**config.mk**
```make
export PLATFORM = sky130hd
export DESIGN_NAME = waveform_polyline_rasterizer
export DESIGN_NICKNAME = d
export VERILOG_FILES = /design/src/hw/rtl/wpr_pkg.sv /design/src/hw/rtl/wpr_div.sv /design/src/hw/rtl/wpr_seq.sv /design/src/hw/rtl/wpr_dp.sv /design/src/hw/rtl/waveform_polyline_rasterizer.sv
export SDC_FILE = /design/constraint.sdc
export NUM_CORES = 1
export LEC_CHECK = 0
export BUFFER_PORTS_ARGS = -buffer_cell sky130_fd_sc_hd__buf_2
export CAP_MARGIN = 20
export CORE_ASPECT_RATIO = 1.75
export CORE_UTILIZATION = 45
export DETAILED_ROUTE_END_ITERATION = 12
export REMOVE_ABC_BUFFERS = 1
export SLEW_MARGIN = 10
export SYNTH_ARGS = -nofsm -noshare
export SYNTH_HDL_FRONTEND = slang
export SYNTH_SLANG_ARGS = --single-unit
```
**constraint.sdc**
```tcl
create_clock -name clk_i -period 5.4 [get_ports clk_i]
set_input_delay 1.08 -clock clk_i [delete_from_list [all_inputs] [get_ports clk_i]]
set_output_delay 1.08 -clock clk_i [all_outputs]
set_load 0.05 [all_outputs]
```
**src/hw/rtl/wpr_pkg.sv**
```systemverilog
`timescale 1ns / 1ps
package wpr_pkg;

  localparam int unsigned MAX_HEIGHT = 64;
  localparam int unsigned MAX_WIDTH  = 1023;
  localparam int unsigned MIN_HEIGHT = 4;

  localparam int unsigned Q15_BITS  = 15;
  localparam int unsigned COL_W     = 26;
  localparam int unsigned STEP_W    = 25;
  localparam int unsigned XPOS_W    = 27;
  localparam int unsigned SAMPLE_W  = 16;
  localparam int unsigned LEVEL_W   = 7;
  localparam int unsigned PROD_W    = 22;
  localparam int unsigned CNT_W     = 6;
  localparam int unsigned WIDTH_W   = 10;
  localparam int unsigned HEIGHT_W  = 7;
  localparam int unsigned SCOUNT_W  = 11;
  localparam int unsigned PIXY_W    = 6;
  localparam int unsigned CFG_IDX_W = 2;
  localparam int unsigned UA_W      = 4;

  // Register indexes of the configuration port
  localparam logic [CFG_IDX_W-1:0] CFG_BAR_WIDTH    = 2'd0;
  localparam logic [CFG_IDX_W-1:0] CFG_BAR_HEIGHT   = 2'd1;
  localparam logic [CFG_IDX_W-1:0] CFG_SAMPLE_COUNT = 2'd2;

  localparam logic [WIDTH_W-1:0]  BAR_WIDTH_RESET    = 10'd256;
  localparam logic [HEIGHT_W-1:0] BAR_HEIGHT_RESET   = 7'd64;
  localparam logic [SCOUNT_W-1:0] SAMPLE_COUNT_RESET = 11'd256;
  // 256 * 2^15 / 256
  localparam logic [STEP_W-1:0]   STEP_RESET         = 25'd32768;

  // Microcode addresses
  localparam logic [UA_W-1:0] UA_ACCEPT = 4'd0;
  localparam logic [UA_W-1:0] UA_MUL    = 4'd1;
  localparam logic [UA_W-1:0] UA_LEVEL  = 4'd2;
  localparam logic [UA_W-1:0] UA_DIFF   = 4'd3;
  localparam logic [UA_W-1:0] UA_DREF   = 4'd4;
  localparam logic [UA_W-1:0] UA_WREF   = 4'd5;
  localparam logic [UA_W-1:0] UA_RUN    = 4'd6;
  localparam logic [UA_W-1:0] UA_FINISH = 4'd7;
  localparam logic [UA_W-1:0] UA_SMALL0 = 4'd8;
  localparam logic [UA_W-1:0] UA_SMALL1 = 4'd9;
  localparam logic [UA_W-1:0] UA_DSTEP  = 4'd10;
  localparam logic [UA_W-1:0] UA_WSTEP  = 4'd11;

  typedef enum logic [2:0] {
    C_NEVER    = 3'd0,
    C_ALWAYS   = 3'd1,
    C_FRAME    = 3'd2,
    C_SMALL    = 3'd3,
    C_RUN_MORE = 3'd4
  } cond_e;

  typedef enum logic [1:0] {
    SRC_PREV = 2'd0,
    SRC_NEXT = 2'd1,
    SRC_RUN  = 2'd2
  } emit_src_e;

  typedef enum logic {
    DIV_STEP = 1'b0,
    DIV_REF  = 1'b1
  } div_sel_e;

  typedef struct packed {
    logic      in_ack;
    logic      mul_en;
    logic      lvl_en;
    logic      div_start;
    div_sel_e  div_sel;
    logic      step_ld;
    logic      diff_en;
    logic      ref_ld;
    logic      emit;
    emit_src_e emit_src;
    logic      commit;
  } ctrl_t;

  typedef struct packed {
    ctrl_t           ctrl;
    logic            wait_div;
    cond_e           cond;
    logic [UA_W-1:0] target;
  } cw_t;

  typedef struct packed {
    logic frame;
    logic small_step;
    logic run_more;
    logic div_busy;
  } status_t;

  function automatic cw_t ucode(input logic [UA_W-1:0] addr);
    cw_t c;
    c = '0;
    case (addr)
      UA_ACCEPT: c.ctrl.in_ack = 1'b1;
      UA_MUL:    c.ctrl.mul_en = 1'b1;
      UA_LEVEL: begin
        c.ctrl.lvl_en = 1'b1;
        c.cond        = C_FRAME;
        c.target      = UA_DSTEP;
      end
      UA_DIFF: begin
        c.ctrl.diff_en = 1'b1;
        c.cond         = C_SMALL;
        c.target       = UA_SMALL0;
      end
      UA_DREF: begin
        c.ctrl.div_start = 1'b1;
        c.ctrl.div_sel   = DIV_REF;
      end
      UA_WREF: begin
        c.wait_div    = 1'b1;
        c.ctrl.ref_ld = 1'b1;
      end
      UA_RUN: begin
        c.ctrl.emit     = 1'b1;
        c.ctrl.emit_src = SRC_RUN;
        c.cond          = C_RUN_MORE;
        c.target        = UA_RUN;
      end
      UA_FINISH: begin
        c.ctrl.commit = 1'b1;
        c.cond        = C_ALWAYS;
        c.target      = UA_ACCEPT;
      end
      UA_SMALL0: begin
        c.ctrl.emit     = 1'b1;
        c.ctrl.emit_src = SRC_PREV;
      end
      UA_SMALL1: begin
        c.ctrl.emit     = 1'b1;
        c.ctrl.emit_src = SRC_NEXT;
        c.cond          = C_ALWAYS;
        c.target        = UA_FINISH;
      end
      UA_DSTEP: begin
        c.ctrl.div_start = 1'b1;
        c.ctrl.div_sel   = DIV_STEP;
      end
      UA_WSTEP: begin
        c.wait_div     = 1'b1;
        c.ctrl.step_ld = 1'b1;
        c.cond         = C_ALWAYS;
        c.target       = UA_ACCEPT;
      end
      default: begin
        c.cond   = C_ALWAYS;
        c.target = UA_ACCEPT;
      end
    endcase
    return c;
  endfunction

endpackage

```
**src/hw/rtl/wpr_div.sv**
```systemverilog
`timescale 1ns / 1ps
module wpr_div
  import wpr_pkg::*;
(
  input  logic                clk_i,
  input  logic                rst_ni,
  input  logic                start_i,
  input  logic [STEP_W-1:0]   dividend_i,
  input  logic [SCOUNT_W-1:0] divisor_i,
  output logic                busy_o,
  output logic [STEP_W-1:0]   quotient_o
);

  localparam int unsigned ITER_W = $clog2(STEP_W + 1);

  logic [SCOUNT_W-1:0] rem_q, rem_d;
  logic [SCOUNT_W-1:0] dvs_q, dvs_d;
  logic [STEP_W-1:0]   quo_q, quo_d;
  logic [ITER_W-1:0]   iter_q, iter_d;
  logic [SCOUNT_W:0]   trial;
  logic                fits;

  // Restoring division, one quotient bit per cycle
  assign trial = {rem_q, quo_q[STEP_W-1]};
  assign fits  = trial >= {1'b0, dvs_q};

  always_comb begin
    rem_d  = rem_q;
    dvs_d  = dvs_q;
    quo_d  = quo_q;
    iter_d = iter_q;
    if (start_i) begin
      rem_d  = '0;
      dvs_d  = divisor_i;
      quo_d  = dividend_i;
      iter_d = ITER_W'(STEP_W);
    end else if (iter_q != '0) begin
      rem_d  = fits ? SCOUNT_W'(trial - {1'b0, dvs_q}) : trial[SCOUNT_W-1:0];
      quo_d  = {quo_q[STEP_W-2:0], fits};
      iter_d = iter_q - ITER_W'(1);
    end
  end

  always_ff @(posedge clk_i or negedge rst_ni) begin
    if (!rst_ni) begin
      iter_q <= '0;
    end else begin
      iter_q <= iter_d;
    end
  end

  always_ff @(posedge clk_i) begin
    rem_q <= rem_d;
    dvs_q <= dvs_d;
    quo_q <= quo_d;
  end

  assign busy_o     = iter_q != '0;
  assign quotient_o = quo_q;

endmodule

```
**src/hw/rtl/wpr_seq.sv**
```systemverilog
`timescale 1ns / 1ps
module wpr_seq
  import wpr_pkg::*;
(
  input  logic    clk_i,
  input  logic    rst_ni,
  input  status_t status_i,
  input  logic    in_valid_i,
  input  logic    out_busy_i,
  output logic    in_ready_o,
  output ctrl_t   ctrl_o
);

  logic [UA_W-1:0] upc_q, upc_d;
  cw_t             cw;
  logic            go;
  logic            taken;

  assign cw = ucode(upc_q);

  // Hold the step while its operand or its sink is not there, or while it waits on a busy divider
  assign go = !(cw.ctrl.in_ack && !in_valid_i)
           && !(cw.ctrl.emit && out_busy_i)
           && !(cw.wait_div && status_i.div_busy);

  always_comb begin
    case (cw.cond)
      C_NEVER:    taken = 1'b0;
      C_ALWAYS:   taken = 1'b1;
      C_FRAME:    taken = status_i.frame;
      C_SMALL:    taken = status_i.small_step;
      C_RUN_MORE: taken = status_i.run_more;
      default:    taken = 1'b0;
    endcase
  end

  always_comb begin
    upc_d = upc_q;
    if (go) begin
      upc_d = taken ? cw.target : upc_q + UA_W'(1);
    end
  end

  always_ff @(posedge clk_i or negedge rst_ni) begin
    if (!rst_ni) begin
      upc_q <= UA_ACCEPT;
    end else begin
      upc_q <= upc_d;
    end
  end

  assign in_ready_o = cw.ctrl.in_ack;
  assign ctrl_o     = go ? cw.ctrl : '0;

endmodule

```
**src/hw/rtl/wpr_dp.sv**
```systemverilog
`timescale 1ns / 1ps
module wpr_dp
  import wpr_pkg::*;
(
  input  logic                clk_i,
  input  logic                rst_ni,
  input  ctrl_t               ctrl_i,
  input  logic [SAMPLE_W-1:0] sample_i,
  input  logic                frame_start_i,
  input  logic [WIDTH_W-1:0]  bar_width_i,
  input  logic [HEIGHT_W-1:0] bar_height_i,
  input  logic [SCOUNT_W-1:0] sample_count_i,
  output status_t             status_o,
  output logic [WIDTH_W-1:0]  pixel_x_o,
  output logic [PIXY_W-1:0]   pixel_y_o,
  output logic                last_point_o
);

  logic signed [SAMPLE_W-1:0] sample_q;
  logic                       frame_q;
  logic signed [PROD_W-1:0]   prod_q;
  logic signed [LEVEL_W-1:0]  level_q;
  logic signed [LEVEL_W-1:0]  prev_q;
  logic [COL_W-1:0]           col_q;
  logic [STEP_W-1:0]          step_q;
  logic [CNT_W-1:0]           cnt_q;
  logic                       up_q;
  logic [STEP_W-1:0]          ref_q;
  logic [XPOS_W-1:0]          x_q;
  logic signed [LEVEL_W-1:0]  row_q;
  logic [CNT_W-1:0]           idx_q;

  logic [HEIGHT_W-2:0]        half;
  logic [4:0]                 scale;
  logic signed [LEVEL_W:0]    diff;
  logic [LEVEL_W:0]           abs_diff;
  logic [XPOS_W-1:0]          col_end;
  logic                       run_last;
  logic [STEP_W-1:0]          dvd;
  logic [SCOUNT_W-1:0]        dvs;
  logic                       div_busy;
  logic [STEP_W-1:0]          quotient;
  logic [XPOS_W-1:0]          emit_x;
  logic signed [LEVEL_W-1:0]  emit_row;
  logic [LEVEL_W-1:0]         emit_y;

  assign half     = bar_height_i[HEIGHT_W-1:1];
  assign scale    = 5'(half - (HEIGHT_W-1)'(1));
  assign diff     = {level_q[LEVEL_W-1], level_q} - {prev_q[LEVEL_W-1], prev_q};
  assign abs_diff = diff[LEVEL_W] ? -diff : diff;
  assign col_end  = {1'b0, col_q} + {2'b00, step_q};
  assign run_last = idx_q == cnt_q - CNT_W'(1);

  always_comb begin
    if (ctrl_i.div_sel == DIV_STEP) begin
      dvd = {bar_width_i, Q15_BITS'(0)};
      dvs = (sample_count_i == '0) ? SCOUNT_W'(1) : sample_count_i;
    end else begin
      dvd = step_q;
      dvs = SCOUNT_W'(cnt_q + CNT_W'(1));
    end
  end

  wpr_div u_div (
    .clk_i      (clk_i),
    .rst_ni     (rst_ni),
    .start_i    (ctrl_i.div_start),
    .dividend_i (dvd),
    .divisor_i  (dvs),
    .busy_o     (div_busy),
    .quotient_o (quotient)
  );

  // Working registers of the current request
  always_ff @(posedge clk_i) begin
    if (ctrl_i.in_ack) begin
      sample_q <= sample_i;
      frame_q  <= frame_start_i;
    end
    if (ctrl_i.mul_en) begin
      prod_q <= PROD_W'(sample_q) * PROD_W'($signed({1'b0, scale}));
    end
    if (ctrl_i.lvl_en) begin
      // arithmetic shift gives the floor
      level_q <= prod_q[PROD_W-1:Q15_BITS];
    end
    if (ctrl_i.diff_en) begin
      cnt_q <= abs_diff[CNT_W-1:0];
      up_q  <= !diff[LEVEL_W];
    end
    if (ctrl_i.ref_ld) begin
      ref_q <= quotient;
      x_q   <= up_q ? {1'b0, col_q} : col_end;
      row_q <= up_q ? prev_q : level_q;
      idx_q <= '0;
    end else if (ctrl_i.emit && ctrl_i.emit_src == SRC_RUN) begin
      x_q   <= up_q ? x_q + {2'b00, ref_q} : x_q - {2'b00, ref_q};
      row_q <= row_q + LEVEL_W'(1);
      idx_q <= idx_q + CNT_W'(1);
    end
  end

  // Frame state
  always_ff @(posedge clk_i or negedge rst_ni) begin
    if (!rst_ni) begin
      prev_q <= '0;
      col_q  <= '0;
      step_q <= STEP_RESET;
    end else if (ctrl_i.step_ld) begin
      prev_q <= level_q;
      col_q  <= '0;
      step_q <= quotient;
    end else if (ctrl_i.commit) begin
      prev_q <= level_q;
      col_q  <= col_end[COL_W-1:0];
    end
  end

  always_comb begin
    case (ctrl_i.emit_src)
      SRC_PREV: begin
        emit_x       = {1'b0, col_q};
        emit_row     = prev_q;
        last_point_o = 1'b0;
      end
      SRC_NEXT: begin
        emit_x       = col_end;
        emit_row     = level_q;
        last_point_o = 1'b1;
      end
      SRC_RUN: begin
        emit_x       = x_q;
        emit_row     = row_q;
        last_point_o = run_last;
      end
      default: begin
        emit_x       = x_q;
        emit_row     = row_q;
        last_point_o = 1'b0;
      end
    endcase
  end

  assign emit_y    = {1'b0, half} - emit_row;
  assign pixel_x_o = emit_x[Q15_BITS+WIDTH_W-1:Q15_BITS];
  assign pixel_y_o = emit_y[PIXY_W-1:0];

  assign status_o.frame      = frame_q;
  assign status_o.small_step = (diff >= $signed(-(LEVEL_W+1)'(1)))
                            && (diff <= $signed((LEVEL_W+1)'(1)));
  assign status_o.run_more   = !run_last;
  assign status_o.div_busy   = div_busy;

endmodule

```
**src/hw/rtl/waveform_polyline_rasterizer.sv**
```systemverilog
`timescale 1ns / 1ps
// Waveform polyline rasterizer: turns Q15 amplitude samples into pixel
// coordinates of a polyline inside a bar of bar_width x bar_height pixels.
// Input stream s_axis: tdata[15:0] is the signed sample, tuser flags the
// first sample of a frame (it restarts the column and draws nothing).
// Output stream m_axis: one request per pixel, tdata = {row, column},
// tlast set on the final pixel of a sample.
// Configuration: cfg_we_i writes cfg_data_i into register cfg_index_i
// (0 bar_width, 1 bar_height, 2 sample_count); write only while idle.
// The width and sample count feed the column step at the next frame start.
// One sample is handled at a time by a microcoded sequencer:
//   frame start:            column step division, no pixel
//   change of up to 1 row:  two pixels
//   change of n rows:       n pixels (column step divided by n + 1, then
//                           one pixel a cycle unless the receiver stalls)
// When the receiver stalls, the pixel waits in the output register and
// the sequencer holds.
// Reset restores default configuration, level 0, column 0, step 1.0 px.
module waveform_polyline_rasterizer
  import wpr_pkg::*;
(
  input  logic                 clk_i,
  input  logic                 rst_ni,
  input  logic                 s_axis_tvalid,
  output logic                 s_axis_tready,
  input  logic [15:0]          s_axis_tdata,  // [15:0] sample
  input  logic                 s_axis_tuser,  // [0] frame_start
  output logic                 m_axis_tvalid,
  input  logic                 m_axis_tready,
  output logic [15:0]          m_axis_tdata,  // [9:0] pixel_x, [15:10] pixel_y
  output logic                 m_axis_tlast,
  input  logic                 cfg_we_i,
  input  logic [CFG_IDX_W-1:0] cfg_index_i,
  input  logic [SCOUNT_W-1:0]  cfg_data_i
);

  logic [WIDTH_W-1:0]  bar_width_q;
  logic [HEIGHT_W-1:0] bar_height_q;
  logic [SCOUNT_W-1:0] sample_count_q;
  logic [HEIGHT_W-1:0] height_in;

  logic                out_valid_q;
  logic [15:0]         out_data_q;
  logic                out_last_q;
  logic                out_busy;

  status_t             status;
  ctrl_t               ctrl;
  logic [WIDTH_W-1:0]  pixel_x;
  logic [PIXY_W-1:0]   pixel_y;
  logic                last_point;

  assign height_in = cfg_data_i[HEIGHT_W-1:0];

  // Saturate the height into the drawable range on write
  always_ff @(posedge clk_i or negedge rst_ni) begin
    if (!rst_ni) begin
      bar_width_q    <= BAR_WIDTH_RESET;
      bar_height_q   <= BAR_HEIGHT_RESET;
      sample_count_q <= SAMPLE_COUNT_RESET;
    end else if (cfg_we_i) begin
      case (cfg_index_i)
        CFG_BAR_WIDTH: begin
          bar_width_q <= (cfg_data_i[WIDTH_W-1:0] > WIDTH_W'(MAX_WIDTH)) ?
                         WIDTH_W'(MAX_WIDTH) : cfg_data_i[WIDTH_W-1:0];
        end
        CFG_BAR_HEIGHT: begin
          if (height_in < HEIGHT_W'(MIN_HEIGHT)) begin
            bar_height_q <= HEIGHT_W'(MIN_HEIGHT);
          end else if (height_in > HEIGHT_W'(MAX_HEIGHT)) begin
            bar_height_q <= HEIGHT_W'(MAX_HEIGHT);
          end else begin
            bar_height_q <= height_in;
          end
        end
        CFG_SAMPLE_COUNT: sample_count_q <= cfg_data_i;
        default: ;
      endcase
    end
  end

  assign out_busy = out_valid_q && !m_axis_tready;

  wpr_seq u_seq (
    .clk_i      (clk_i),
    .rst_ni     (rst_ni),
    .status_i   (status),
    .in_valid_i (s_axis_tvalid),
    .out_busy_i (out_busy),
    .in_ready_o (s_axis_tready),
    .ctrl_o     (ctrl)
  );

  wpr_dp u_dp (
    .clk_i          (clk_i),
    .rst_ni         (rst_ni),
    .ctrl_i         (ctrl),
    .sample_i       (s_axis_tdata),
    .frame_start_i  (s_axis_tuser),
    .bar_width_i    (bar_width_q),
    .bar_height_i   (bar_height_q),
    .sample_count_i (sample_count_q),
    .status_o       (status),
    .pixel_x_o      (pixel_x),
    .pixel_y_o      (pixel_y),
    .last_point_o   (last_point)
  );

  // Output register
  always_ff @(posedge clk_i or negedge rst_ni) begin
    if (!rst_ni) begin
      out_valid_q <= 1'b0;
    end else if (ctrl.emit) begin
      out_valid_q <= 1'b1;
    end else if (m_axis_tready) begin
      out_valid_q <= 1'b0;
    end
  end

  always_ff @(posedge clk_i) begin
    if (ctrl.emit) begin
      out_data_q <= {pixel_y, pixel_x};
      out_last_q <= last_point;
    end
  end

  assign m_axis_tvalid = out_valid_q;
  assign m_axis_tdata  = out_data_q;
  assign m_axis_tlast  = out_last_q;

endmodule

```
; ---- Word-level counts from Yosys, hierarchy flattened
; Cells that the tools add are included.
; Widths: inputs -> output; s select.
[totals]
regBits = 278
elab_cells = 136
[classes]
n_addsub = 14
mul = 1
n_lt_le_gt_ge = 6
eq_ne = 20
n_mux = 42
reduce_logical = 29
[op_table]
columns = op, n
row1 = $mux 27, 4
row2 = $mux 25, 3
row3 = $mux 26, 2
row4 = $pmux 25 s2, 1
row5 = $mux 7, 7
row6 = $pmux 7 s5, 1
row7 = $mux 11, 3
row8 = $add 26x25->27, 1
row9 = $add 27x25->27, 1
row10 = $sub 27x25->27, 1
row11 = $mul 16x6->22, 1
row12 = $eq 4x3->1 const B, 4
row13 = $eq 4x4->1 const B, 4
row14 = $ge 12x11->1, 1
row15 = $mux 12, 1
row16 = $pmux 6 s2, 1
row17 = $logic_not 11->1, 1
row18 = $sub 11x11->11, 1
row19 = $gt 10x10->1 const B, 1
row20 = $mux 1, 10
row21 = $mux 10, 1
row22 = $mux 5, 2
row23 = $sub 5x1->5 const B, 2
row24 = $pmux 3 s3, 1
row25 = other kinds (34), 57

; ---- Depth between registers and ports, before layout
; Gate-level depths: netlist (run 1).
[logic_depth]
ltp_word = 11
depth_mapped = 22
ltp_nobuf = 20

; ---- Hierarchy
; Synthesis (run 1) repeated with hierarchy kept, for this count alone.
[hier_totals]
hier_cells = 1728
hier_area_um2 = 18038.6
[modules_own_cells]
columns = mod, n_inst, cells_per_inst, area_per_inst_um2
row1 = wpr_dp, 1, 1320, 12942.4
row2 = wpr_div, 1, 237, 2801.4
row3 = waveform_polyline_rasterizer, 1, 100, 1730.4
row4 = wpr_seq, 1, 71, 564.3

; ---- Least setup slack after synthesis (run 1)
; No wires, ideal clock.
[synth_path]
kind = flip-flop to flip-flop
startpoint = register bar_height_q[1]
endpoint = register u_dp.prod_q[21] (data pin)
setup_time_ns = 0.260
arrival_time_ns = 4.599
required_time_ns = 5.140
setup_slack_ns = 0.542
path_stages_with_launch = 22
n_path_buf = 1
path_cell_list = dfrtp_1 inv_1 ha_1 nor3b_1 xnor2_1 clkbuf_1 nor2b_1 ha_1 fa_1 inv_1 fa_1 inv_1 ha_1 a21oi_1 o21ai_0 nand2_1 o221ai_1 or4_1 nand3_1 a41o_1 o21bai_1 xnor2_1
[synth_between]
elab_chain_len = 2
[synth_rtl]
columns = element, line
row1 = from (decl), waveform_polyline_rasterizer.sv:38  ; logic [HEIGHT_W-1:0] bar_height_q;
row2 = from (signal assigned), waveform_polyline_rasterizer.sv:69  ; bar_height_q <= HEIGHT_W'(MIN_HEIGHT);
row3 = from (signal assigned), waveform_polyline_rasterizer.sv:71  ; bar_height_q <= HEIGHT_W'(MAX_HEIGHT);
row4 = from (signal assigned), waveform_polyline_rasterizer.sv:73  ; bar_height_q <= height_in;
row5 = $sub 5x1->5, wpr_dp.sv:48  ; assign scale = 5'(half - (HEIGHT_W-1)'(1));
row6 = $mul 16x6->22, wpr_dp.sv:81  ; prod_q <= PROD_W'(sample_q) * PROD_W'($signed({1'b0, scale}));
row7 = to (signal assigned), wpr_dp.sv:81
row8 = to (decl), wpr_dp.sv:21  ; logic signed [PROD_W-1:0] prod_q;
; No other way between the ends.
; A chain may end at the register's enable or synchronous reset.

; ---- Worst setup path after layout (run 1)
; Ends and elaborated chain as after synthesis.

==> results.cfg, run 1 <==
[status]
status = finished, final reports clean

[cells_and_area]
layout-area-overhead-vs-synth_pct = 9.37
num_antenna_cells = 0
layout.cells.most_common = inv_1
drive_gt1_share_pct = 10.2
fillCellCount = 3526
utilization_pct = 50.0
design.final.nets = 1949
final_cell_mix = inv_1 (155), edfxtp_1 (147), ha_1 (126), nand2_1 (125), a21oi_1 (117)

[synthesis]
synth.avg_cell_area_um2 = 10.2
async_flop_share_pct = 36.4
synth_cells = 1689
synth-main-ff-cell = edfxtp_1
count_of_synthesis_stage_warnings_from_yosys = 0
fraction_of_the_yosys_area_taken_by_sequential_cells_pct = 41.3
synth_edf_count = 147
yosysUniqueCellTypes = 78
postSynthRegisterBits = 258
synth.cell_area_mm2 = 0.0172

[timing]
fmax_ghz = 0.199
maxSlewViolCount = 0
fin_crit_ns = 5.02
endpoints_failing_setup = 0
crit_path_setup_slack_layout_ns = 0.377
finalCritPeriodShare_pct = 93.0
finalClockSkew_ns = 0.0177
worst_slew_margin_rel_pct = 37.8
unrepaired_setup_endpoints_after_global_routing = false
hold_viol = 0
tns_ns = 0
tightest_slew_ns = 0.929
worst_hold_slack_ns = 0.418

[route]
routed-wl-met3_mm = 1.19
route.layer.met1.wl_mm = 15.4
final_antenna_net_count = 0
firstDrtPassIters = 5
detailed_route_vias_per_instance = 5.55
routed-via-count = 12400
routed_wl_mm = 42.4
drcViolationCount = 0
initialDrtViolationCount = 524
detailroute.wirelength.met2_mm = 23.8
route.detailed.wl_per_inst_um = 19.0
route.top_layer_used = met5

[global_routing]
grt_antenna_before_repair = 2
grt_pass1_vias = 13200
grt_start_max_net_pins = 58
grtUsageTotal_pct = 22.6
grt_first_pass_wirelength_mm = 68.2
grt_remaining_overflow = 0

[worst_setup_path]
critPathCaptureType = flip-flop
crit_path_max_fanout = 15
cp-start-kind = flip-flop
worstPathRequired_ns = 5.70
crit_slowest_cell = ha_1
cp.arrival_ns = 5.32
path_class = reg2reg
critical_path.most_common_cell = fa_1
worst_path_largest_cell_delay_ns = 0.65
cp_cell_sequence = inv_1 -> ha_1 -> nor2b_1 -> fa_1 -> fa_1 -> fa_1 -> ha_1 -> a211o_1 -> a31oi_1 -> o221ai_1 -> or4_1 -> nand3_1 -> a41o_1 -> o21bai_1 -> xnor2_1

[power_and_ir_drop]
static-leakage-power_nw = 8.24
power.share.clock_pct = 13.5
p_sw_mw = 5.69
fraction_of_power_consumed_by_combinational_cells_pct = 58.2
power.total_mw = 12.8
pwr_dens_mw_per_mm2 = 682
peakVddDrop_v = 0.000635
internal_power_mw = 7.16
switching_portion_of_total_power_pct = 44.3
power_frac_seq_pct = 28.3

[clocking]
ctsHtreeMaxLevel = 1
cts_tree = yes
clkTransAtPathRegs_ns = 0.07
post_cts_resized = 0
max-clock-path-buffers = 3
clock_insertion_delay_worst_skew_ns = 0.55
cts-root-buf = clkbuf_16
cts.repair_timing.setup_buffer_count = 0
cts_sink_count = 258
post_cts_hold_buffer_count = 0
cts_inserted_buffers = 26

[place]
gp_congestion = 0.901
place_worst_setup_slack_ns = 0.109
hpwlAfterDp_mm = 32.5
buffer_ports.inserted = 53

[floorplanning]
initial_core_util_pct = 45.8
die_width_um = 150
chipHeight_um = 261
io-pin-count = 54
rows = 94
placeableCoreArea_mm2 = 0.0376
floorplan.die_area_mm2 = 0.0391

[run]
max_cap_violation_count = 0

[min_path]
min-delay-path-class = reg2reg
[layer usage]
metal / global-route usage, % / vias up
met4: 10.8 / 4
met3: 2.43 / 105
met2: 44.4 / 215
met1: 23.2 / 6046
met5: 0 / -
li1: - / 6037
[flip-flops by register name, summed over array words and instances, names as in the netlist]
| name | count |
|---|---|
| u_dp.col_q | 25 |
| u_dp.ref_q | 25 |
| u_dp.step_q | 25 |
| u_dp.u_div.quotient_o | 25 |
| u_dp.x_q | 25 |
| m_axis_tdata | 16 |
| u_dp.sample_q | 16 |
| sample_count_q | 11 |
| u_dp.u_div.dvs_q | 11 |
| u_dp.u_div.rem_q | 11 |
| bar_width_q | 10 |
| u_dp.level_q | 7 |
| u_dp.prev_q | 7 |
| u_dp.prod_q | 7 |
| bar_height_q | 6 |
| u_dp.cnt_q | 6 |
| u_dp.idx_q | 6 |
| u_dp.row_q | 6 |
| u_dp.u_div.iter_q | 5 |
| u_seq.upc_q | 4 |
| m_axis_tlast | 1 |
| m_axis_tvalid | 1 |
| u_dp.frame_q | 1 |
| u_dp.up_q | 1 |
[final timing paths]
| kind | startpoint | endpoint | slack (ns) | depth (start not counted) |
|---|---|---|---|---|
| worst max-delay path | bar_height_q[1]$_DFFE_PN0P_ | u_dp.prod_q[21]$_DFFE_PP_ | 0.38 | 15 |
| worst min-delay path | u_dp.prod_q[16]$_DFFE_PP_ | u_dp.level_q[1]$_DFFE_PP_ | 0.42 | 0 |
| worst max register to register | bar_height_q[1]$_DFFE_PN0P_ | u_dp.prod_q[21]$_DFFE_PP_ | 0.38 | 15 |
| worst min register to register | u_dp.prod_q[16]$_DFFE_PP_ | u_dp.level_q[1]$_DFFE_PP_ | 0.42 | 0 |
| max in group asynchronous | rst_ni | u_dp.step_q[15]$_DFFE_PN1P_ | 3.67 | 2 |
| min in group asynchronous | rst_ni | bar_height_q[3]$_DFFE_PN0P_ | 0.64 | 1 |
[synthesized netlist by cell type (29+ instances only)]
cell type,instances,share of area [%]
fa_1,53,6.2
ha_1,126,9.2
o21ai_0,76,2.2
nand2_1,125,2.7
a22o_1,34,1.7
dfrtp_1,90,13
nor2b_1,73,2.7
xnor2_1,74,3.8
a21oi_1,117,3.4
nor3_1,29,0.84
mux2_2,31,2.0
clkbuf_1,39,0.85
edfxtp_1,147,26
inv_1,155,3.4
nor2_1,100,2.2
xor2_1,47,2.4
[stage by stage]
step           instances  area, um^2
2_1_floorplan       1627       16900
3_3_place_gp        2187       18000
3_5_place_dp        2187       18000
4_1_cts             2235       18800
5_1_grt             2235       18800
6_report            2235       18800
[cells by family after synthesis]
family	Yosys count	share of synthesized area, %
compound gates	385	14.2
xor+xnor	121	6.15
fa+ha+maj	179	15.3
buf+inv	219	5.16
flops	258	41.3
mux	77	4.89
simple gates	450	13.0
[power by group through the flow]
stage	logic (mW)	clock network (mW)	registers (mW)
2_1_floorplan	5.46	0	3.72
3_3_place_gp	7.32	0	3.65
3_5_place_dp	7.50	0	3.67
4_1_cts	7.55	1.78	3.64
5_1_grt	8.45	1.84	3.72
6_report	7.48	1.74	3.64
[area by class of cell]
class | instances | area, um^2 | area share (%)
clock inverter | 6 | 27.5 | 0.146
timing repair buffer | 80 | 470 | 2.50
sequential | 258 | 7110 | 37.8
tap | 480 | 601 | 3.19
clock buffer | 42 | 772 | 4.10
inverter | 157 | 589 | 3.13
multi-input combinational | 1212 | 9260 | 49.2
[worst max-delay path: cells and delay by family, from the launching register on]
family / cells / cell delay, ns
fa+ha+maj: 5 / 2.51
compound gates: 5 / 0.93
simple gates: 3 / 0.79
flops: 1 / 0.37
xor+xnor: 1 / 0.12
buf+inv: 1 / 0.07
Power figures use the tool's default switching activity.
==> inputs of run 2 (changes only) <==
==> constraint.sdc (replaced) <==
create_clock -name clk_i -period 5.6 [get_ports clk_i]
set_input_delay 1.12 -clock clk_i [delete_from_list [all_inputs] [get_ports clk_i]]
set_output_delay 1.12 -clock clk_i [all_outputs]
set_load 0.05 [all_outputs]
==> run 2 against run 1 <==
Compared with the run above:
- sequential power shrank 4%
- utilization grew 0.24 points
- register-to-register slack gained 0.20 ns
- combinational power shrank 3.2%
==> results.cfg, run 2 (synthesis results as in run 1) <==
[status]
status = finished, final reports clean

[route]
initialDrtViolationCount = 503
firstDrtPassIters = 5
route.top_layer_used = met5
final_antenna_net_count = 0
drcViolationCount = 0
routed-wl-met3_mm = 1.41
routed_wl_mm = 42.7
routed-via-count = 12500
detailed_route_vias_per_instance = 5.60
detailroute.wirelength.met2_mm = 23.7
route.detailed.wl_per_inst_um = 19.1
route.layer.met1.wl_mm = 15.4

[global_routing]
grt_antenna_before_repair = 2
grt_start_max_net_pins = 58
grtUsageTotal_pct = 22.7
grt_pass1_vias = 13300
grt_first_pass_wirelength_mm = 68.2
grt_remaining_overflow = 0

[cells_and_area]
final_cell_mix = inv_1 (155), edfxtp_1 (147), ha_1 (126), nand2_1 (125), a21oi_1 (117)
layout.cells.most_common = inv_1
num_antenna_cells = 0
finish.instance_area_mm2 = 0.0189
utilization_pct = 50.3
layout-area-overhead-vs-synth_pct = 9.90
drive_gt1_share_pct = 10.5
design.final.nets = 1946

[timing]
maxSlewViolCount = 0
fin_crit_ns = 5.02
finalCritPeriodShare_pct = 89.7
tightest_slew_ns = 1.01
endpoints_failing_setup = 0
worst_slew_margin_rel_pct = 32.3
finalClockSkew_ns = 0.0238
unrepaired_setup_endpoints_after_global_routing = false
hold_viol = 0
fmax_ghz = 0.199
tns_ns = 0

[worst_setup_path]
critical_path_buffers_and_inverters = 1
cp-start-kind = flip-flop
crit_path_max_fanout = 10
worst_path_largest_cell_delay_ns = 0.53
crit_slowest_cell = fa_1
path_class = reg2reg
cp_cell_sequence = inv_1 -> ha_1 -> nor3b_1 -> xnor2_2 -> nor2b_1 -> ha_1 -> fa_1 -> fa_1 -> ha_1 -> a211o_1 -> a31oi_1 -> o221ai_1 -> or4_1 -> nand3_1 -> a41o_1 -> o21bai_1 -> xnor2_1
critical_path.most_common_cell = ha_1
cp.arrival_ns = 5.32
timing.critical_path.depth = 17
worstRegToRegCells = 17
critPathTopFamily = adder cells
worstPathRequired_ns = 5.90
critPathCaptureType = flip-flop

[clocking]
clkTransAtPathRegs_ns = 0.07
cts_tree = yes
clock_insertion_delay_worst_skew_ns = 0.55
cts_sink_count = 258
ctsHtreeMaxLevel = 1
cts-root-buf = clkbuf_16
cts.repair_timing.setup_buffer_count = 0
max-clock-path-buffers = 3
cts_inserted_buffers = 26

[floorplanning]
io-pin-count = 54
floorplan.die_area_mm2 = 0.0391
placeableCoreArea_mm2 = 0.0376
die_width_um = 150
rows = 94
chipHeight_um = 261
initial_core_util_pct = 45.8

[place]
hpwlAfterDp_mm = 32.7
buffer_ports.inserted = 53
place_area_mm2 = 0.0180
gp_congestion = 0.895

[power_and_ir_drop]
peakVddDrop_v = 0.000617
pwr_dens_mw_per_mm2 = 666
static-leakage-power_nw = 8.27

[min_path]
min-delay-path-class = reg2reg
worst_hold_path.num_cells = 0

[run]
max_cap_violation_count = 0
[run 2: changes by cell type in the layout (fill, tap and decap cells not counted), sizes merged]
cell / delta
clkbuf: -13
inv: +2
bufinv: +4
clkinvlp: +4
buf: -3
clkinv: +3
[run 2: worst register-to-register path, cell delays in order, from the launching register on]
cell and delay, ns:
dfrtp_1 0.37, inv_1 0.07, ha_1 0.18, nor3b_1 0.35, xnor2_2 0.29, nor2b_1 0.11, ha_1 0.32, fa_1 0.53
fa_1 0.50, ha_1 0.32, a211o_1 0.29, a31oi_1 0.16, o221ai_1 0.21, or4_1 0.52, nand3_1 0.14, a41o_1 0.22
o21bai_1 0.09, xnor2_1 0.12
[run 2: metal layers]
layer / track usage (%) / vias to the layer above
met5: 0 / -
met4: 11.5 / 4
met3: 2.60 / 103
met2: 45.0 / 246
met1: 22.5 / 6111
li1: - / 6039
[run 2: area by class of cell]
cell class	count	area, um^2
Tap cell	480	601
Multi-Input combinational cell	1212	9260
Timing Repair Buffer	77	460
Sequential cell	258	7110
Clock buffer	29	693
Fill cell	3490	18700
Inverter	157	589
Clock inverter	19	208
[run 2: power breakdown]
group	switching [mW]	internal [mW]
clock network	0.771	1.08
logic	4.30	2.93
registers	0.487	3.03
total	5.56	7.04
[run 2: path summary, 6_finish.rpt]
check | slack (ns) | from | end
setup / recovery | 0.58 | bar_height_q[1]$_DFFE_PN0P_ | u_dp.prod_q[21]$_DFFE_PP_
hold / removal | 0.44 | u_dp.prod_q[15]$_DFFE_PP_ | u_dp.level_q[0]$_DFFE_PP_
setup reg to reg | 0.58 | bar_height_q[1]$_DFFE_PN0P_ | u_dp.prod_q[21]$_DFFE_PP_
hold reg to reg | 0.44 | u_dp.prod_q[15]$_DFFE_PP_ | u_dp.level_q[0]$_DFFE_PP_
max in group asynchronous | 3.81 | rst_ni | u_dp.step_q[12]$_DFFE_PN0P_
min in group asynchronous | 0.67 | rst_ni | u_dp.u_div.iter_q[3]$_DFFE_PN0P_
[run 2: what timing repair did]
action	CTS	global route
hold buffers	0	0
resized for setup	0	2
hold endpoints to repair	0	0
setup endpoints to repair	0	1
[run 2: stage by stage]
step	cells	hold WS, ns	power (mW)	setup slack [ns]
2_1_floorplan	1627	0.400	8.85	0.441
3_3_place_gp	2184	0.404	10.6	0.384
3_5_place_dp	2184	0.419	10.8	0.326
4_1_cts	2232	0.444	12.7	0.306
5_1_grt	2232	0.450	13.7	0.319
6_report	2232	0.439	12.6	0.579
==> inputs of run 3 (changes only) <==
--- a/config.mk
+++ b/config.mk
@@ -9,6 +9,7 @@
 export CAP_MARGIN = 20
 export CORE_ASPECT_RATIO = 1.75
 export CORE_UTILIZATION = 45
+export CTS_BUF_LIST = sky130_fd_sc_hd__clkbuf_4 sky130_fd_sc_hd__clkbuf_8 sky130_fd_sc_hd__clkbuf_16
 export DETAILED_ROUTE_END_ITERATION = 12
 export REMOVE_ABC_BUFFERS = 1
 export SLEW_MARGIN = 10
==> constraint.sdc (replaced) <==
create_clock -name clk_i -period 5.6 [get_ports clk_i]
set_input_delay 0.28 -clock clk_i [delete_from_list [all_inputs] [get_ports clk_i]]
set_output_delay 0.28 -clock clk_i [all_outputs]
set_load 0.05 [all_outputs]
==> run 3 against run 2 <==
Compared with the run above:
- final cell count up 0.72%
- register-to-register slack worse by 0.14 ns
- final area rose by 0.73%
- non-clock buffer count is 18 higher
- count of clock-buffer cells in the layout rose by 2
- sequential power about the same
- combinational power hardly changed
- clock power shrank 3%
- hold slack worse by 0.41 ns
- total power decreased by 0.42%
==> results.cfg, run 3 (synthesis results as in run 1) <==
[status]
status = finished, final reports clean

[cells_and_area]
fillCellCount = 3496
num_antenna_cells = 0
layout.cells.most_common = inv_1
final_cell_mix = inv_1 (155), edfxtp_1 (147), ha_1 (126), nand2_1 (125), a21oi_1 (117)
drive_gt1_share_pct = 10.5
area.sequential_mm2 = 0.00711
area_used_by_multi_input_combinational_logic_mm2 = 0.00926
design.final.nets = 1963
layout-area-overhead-vs-synth_pct = 10.7

[timing]
maxSlewViolCount = 0
worst_slew_margin_rel_pct = 31.7
unrepaired_setup_endpoints_after_global_routing = false
endpoints_failing_setup = 0
finalClockSkew_ns = 0.0268
hold_viol = 0
fin_crit_ns = 5.16
tightest_slew_ns = 1.02
fmax_ghz = 0.194
finalCritPeriodShare_pct = 92.1
tns_ns = 0

[route]
routed_wl_mm = 43.1
final_antenna_net_count = 0
route.detailed.wl_per_inst_um = 19.2
initialDrtViolationCount = 505
firstDrtPassIters = 5
drcViolationCount = 0
routed-via-count = 12500
detailed_route_vias_per_instance = 5.58

[floorplanning]
io-pin-count = 54
rows = 94
die_width_um = 150
chipHeight_um = 261
placeableCoreArea_mm2 = 0.0376
floorplan.die_area_mm2 = 0.0391
initial_core_util_pct = 45.8

[worst_setup_path]
worst_path_largest_cell_delay_ns = 0.53
crit_slowest_cell = fa_1
critical_path_buffers_and_inverters = 1
worstPathRequired_ns = 5.90
path_class = reg2reg
cp.arrival_ns = 5.46
cp-start-kind = flip-flop
critPathCaptureType = flip-flop
critical_path.most_common_cell = ha_1
timing.rr.end = u_dp.prod_q[21]$_DFFE_PP_
cp_cell_sequence = inv_1 -> ha_1 -> nor3b_1 -> xnor2_2 -> nor2b_1 -> ha_1 -> fa_1 -> fa_1 -> ha_1 -> a211o_1 -> a31oi_1 -> o221ai_1 -> or4_1 -> nand3_1 -> a41o_1 -> o21bai_1 -> xnor2_1
r2r_slack_ns = 0.44
worstRegToRegCells = 17
critPathTopFamily = adder cells
crit_path_max_fanout = 10
worst_r2r_start = bar_height_q[2]$_DFFE_PN0P_

[run]
max_cap_violation_count = 0

[global_routing]
grt_first_pass_wirelength_mm = 68.7
grt_antenna_before_repair = 1
grt_remaining_overflow = 0
grt_start_max_net_pins = 51
grt_pass1_vias = 13300
grtUsageTotal_pct = 22.8

[place]
hpwlAfterDp_mm = 32.8
gp_congestion = 0.933
buffer_ports.inserted = 53

[clocking]
cts_sink_count = 258
clkTransAtPathRegs_ns = 0.07
cts_tree = yes
clock_insertion_delay_worst_skew_ns = 0.55
cts-root-buf = clkbuf_16
ctsHtreeMaxLevel = 1
cts_inserted_buffers = 25
max-clock-path-buffers = 3

[power_and_ir_drop]
peakVddDrop_v = 0.000576
static-leakage-power_nw = 8.33
power.total_mw = 12.5
pwr_dens_mw_per_mm2 = 658

[min_path]
worst_hold_path.num_cells = 2
worstHoldEndpoint = bar_width_q[7]$_DFFE_PN0P_
min-delay-path-class = in2reg
hp-start = cfg_data_i[7]
-- run 3: timing repair --
| action | 4_1_cts | 5_1_grt |
|---|---|---|
| hold endpoints to repair | 59 | 0 |
| endpoints found under the setup margin | 0 | 5 |
| setup buffers | 0 | 0 |
| resized for setup | 0 | 1 |
| hold buffers | 19 | 0 |
-- run 3: report_power, final --
part | switching (mW) | internal, mW | leakage, nW | total, mW
Combinational | 4.28 | 2.95 | 5.16 | 7.24
Sequential | 0.483 | 3.03 | 2.74 | 3.51
Clock | 0.759 | 1.04 | 0.431 | 1.80
Total | 5.52 | 7.02 | 8.33 | 12.5
-- run 3: cell type report --
cell class              count  share of cell area [%]
well taps                 480                    3.15
clock buffers              31                    3.71
multi-input cells        1212                    48.5
inverters                 157                    3.09
clock inverters            15                   0.893
repair buffers             95                    3.31
flip-flops and latches    258                    37.3
-- run 3: stage by stage --
| stage | std cells | cell area (um^2) | hold slack [ns] | utilization (%) | setup WS (ns) |
|---|---|---|---|---|---|
| floorplan | 1627 | 16900 | -0.0156 | - | 0.441 |
| global placement | 2182 | 18000 | 0.348 | 47.8 | 0.304 |
| detailed placement | 2182 | 18000 | 0.348 | 47.8 | 0.114 |
| CTS | 2247 | 19000 | 0.0178 | 50.6 | 0.105 |
| global route | 2248 | 19100 | 0.0206 | 50.7 | 0.133 |
| finish | 2248 | 19100 | 0.0274 | 50.7 | 0.442 |
-- run 3: worst max path at each step --
stage	endpoint	cells past startpoint	start
finish	u_dp.prod_q[21]$_DFFE_PP_	17	bar_height_q[2]$_DFFE_PN0P_
detailed placement	u_dp.prod_q[21]$_DFFE_PP_	17	bar_height_q[2]$_DFFE_PN0P_
global route	u_dp.prod_q[21]$_DFFE_PP_	17	bar_height_q[2]$_DFFE_PN0P_
global placement	u_dp.prod_q[21]$_DFFE_PP_	17	bar_height_q[2]$_DFFE_PN0P_
CTS	u_dp.prod_q[21]$_DFFE_PP_	17	bar_height_q[2]$_DFFE_PN0P_
floorplan	u_dp.prod_q[21]$_DFFE_PP_	17	bar_height_q[1]$_DFFE_PN0P_
-- run 3: per-layer routing --
layer	routed length, um	share of wire [%]	GRT usage (%)
met2	24200	56	45.6
met1	15700	36	23.0
met3	1280	3.0	2.27
met5	12	0.028	0
met4	1890	4.4	10.4
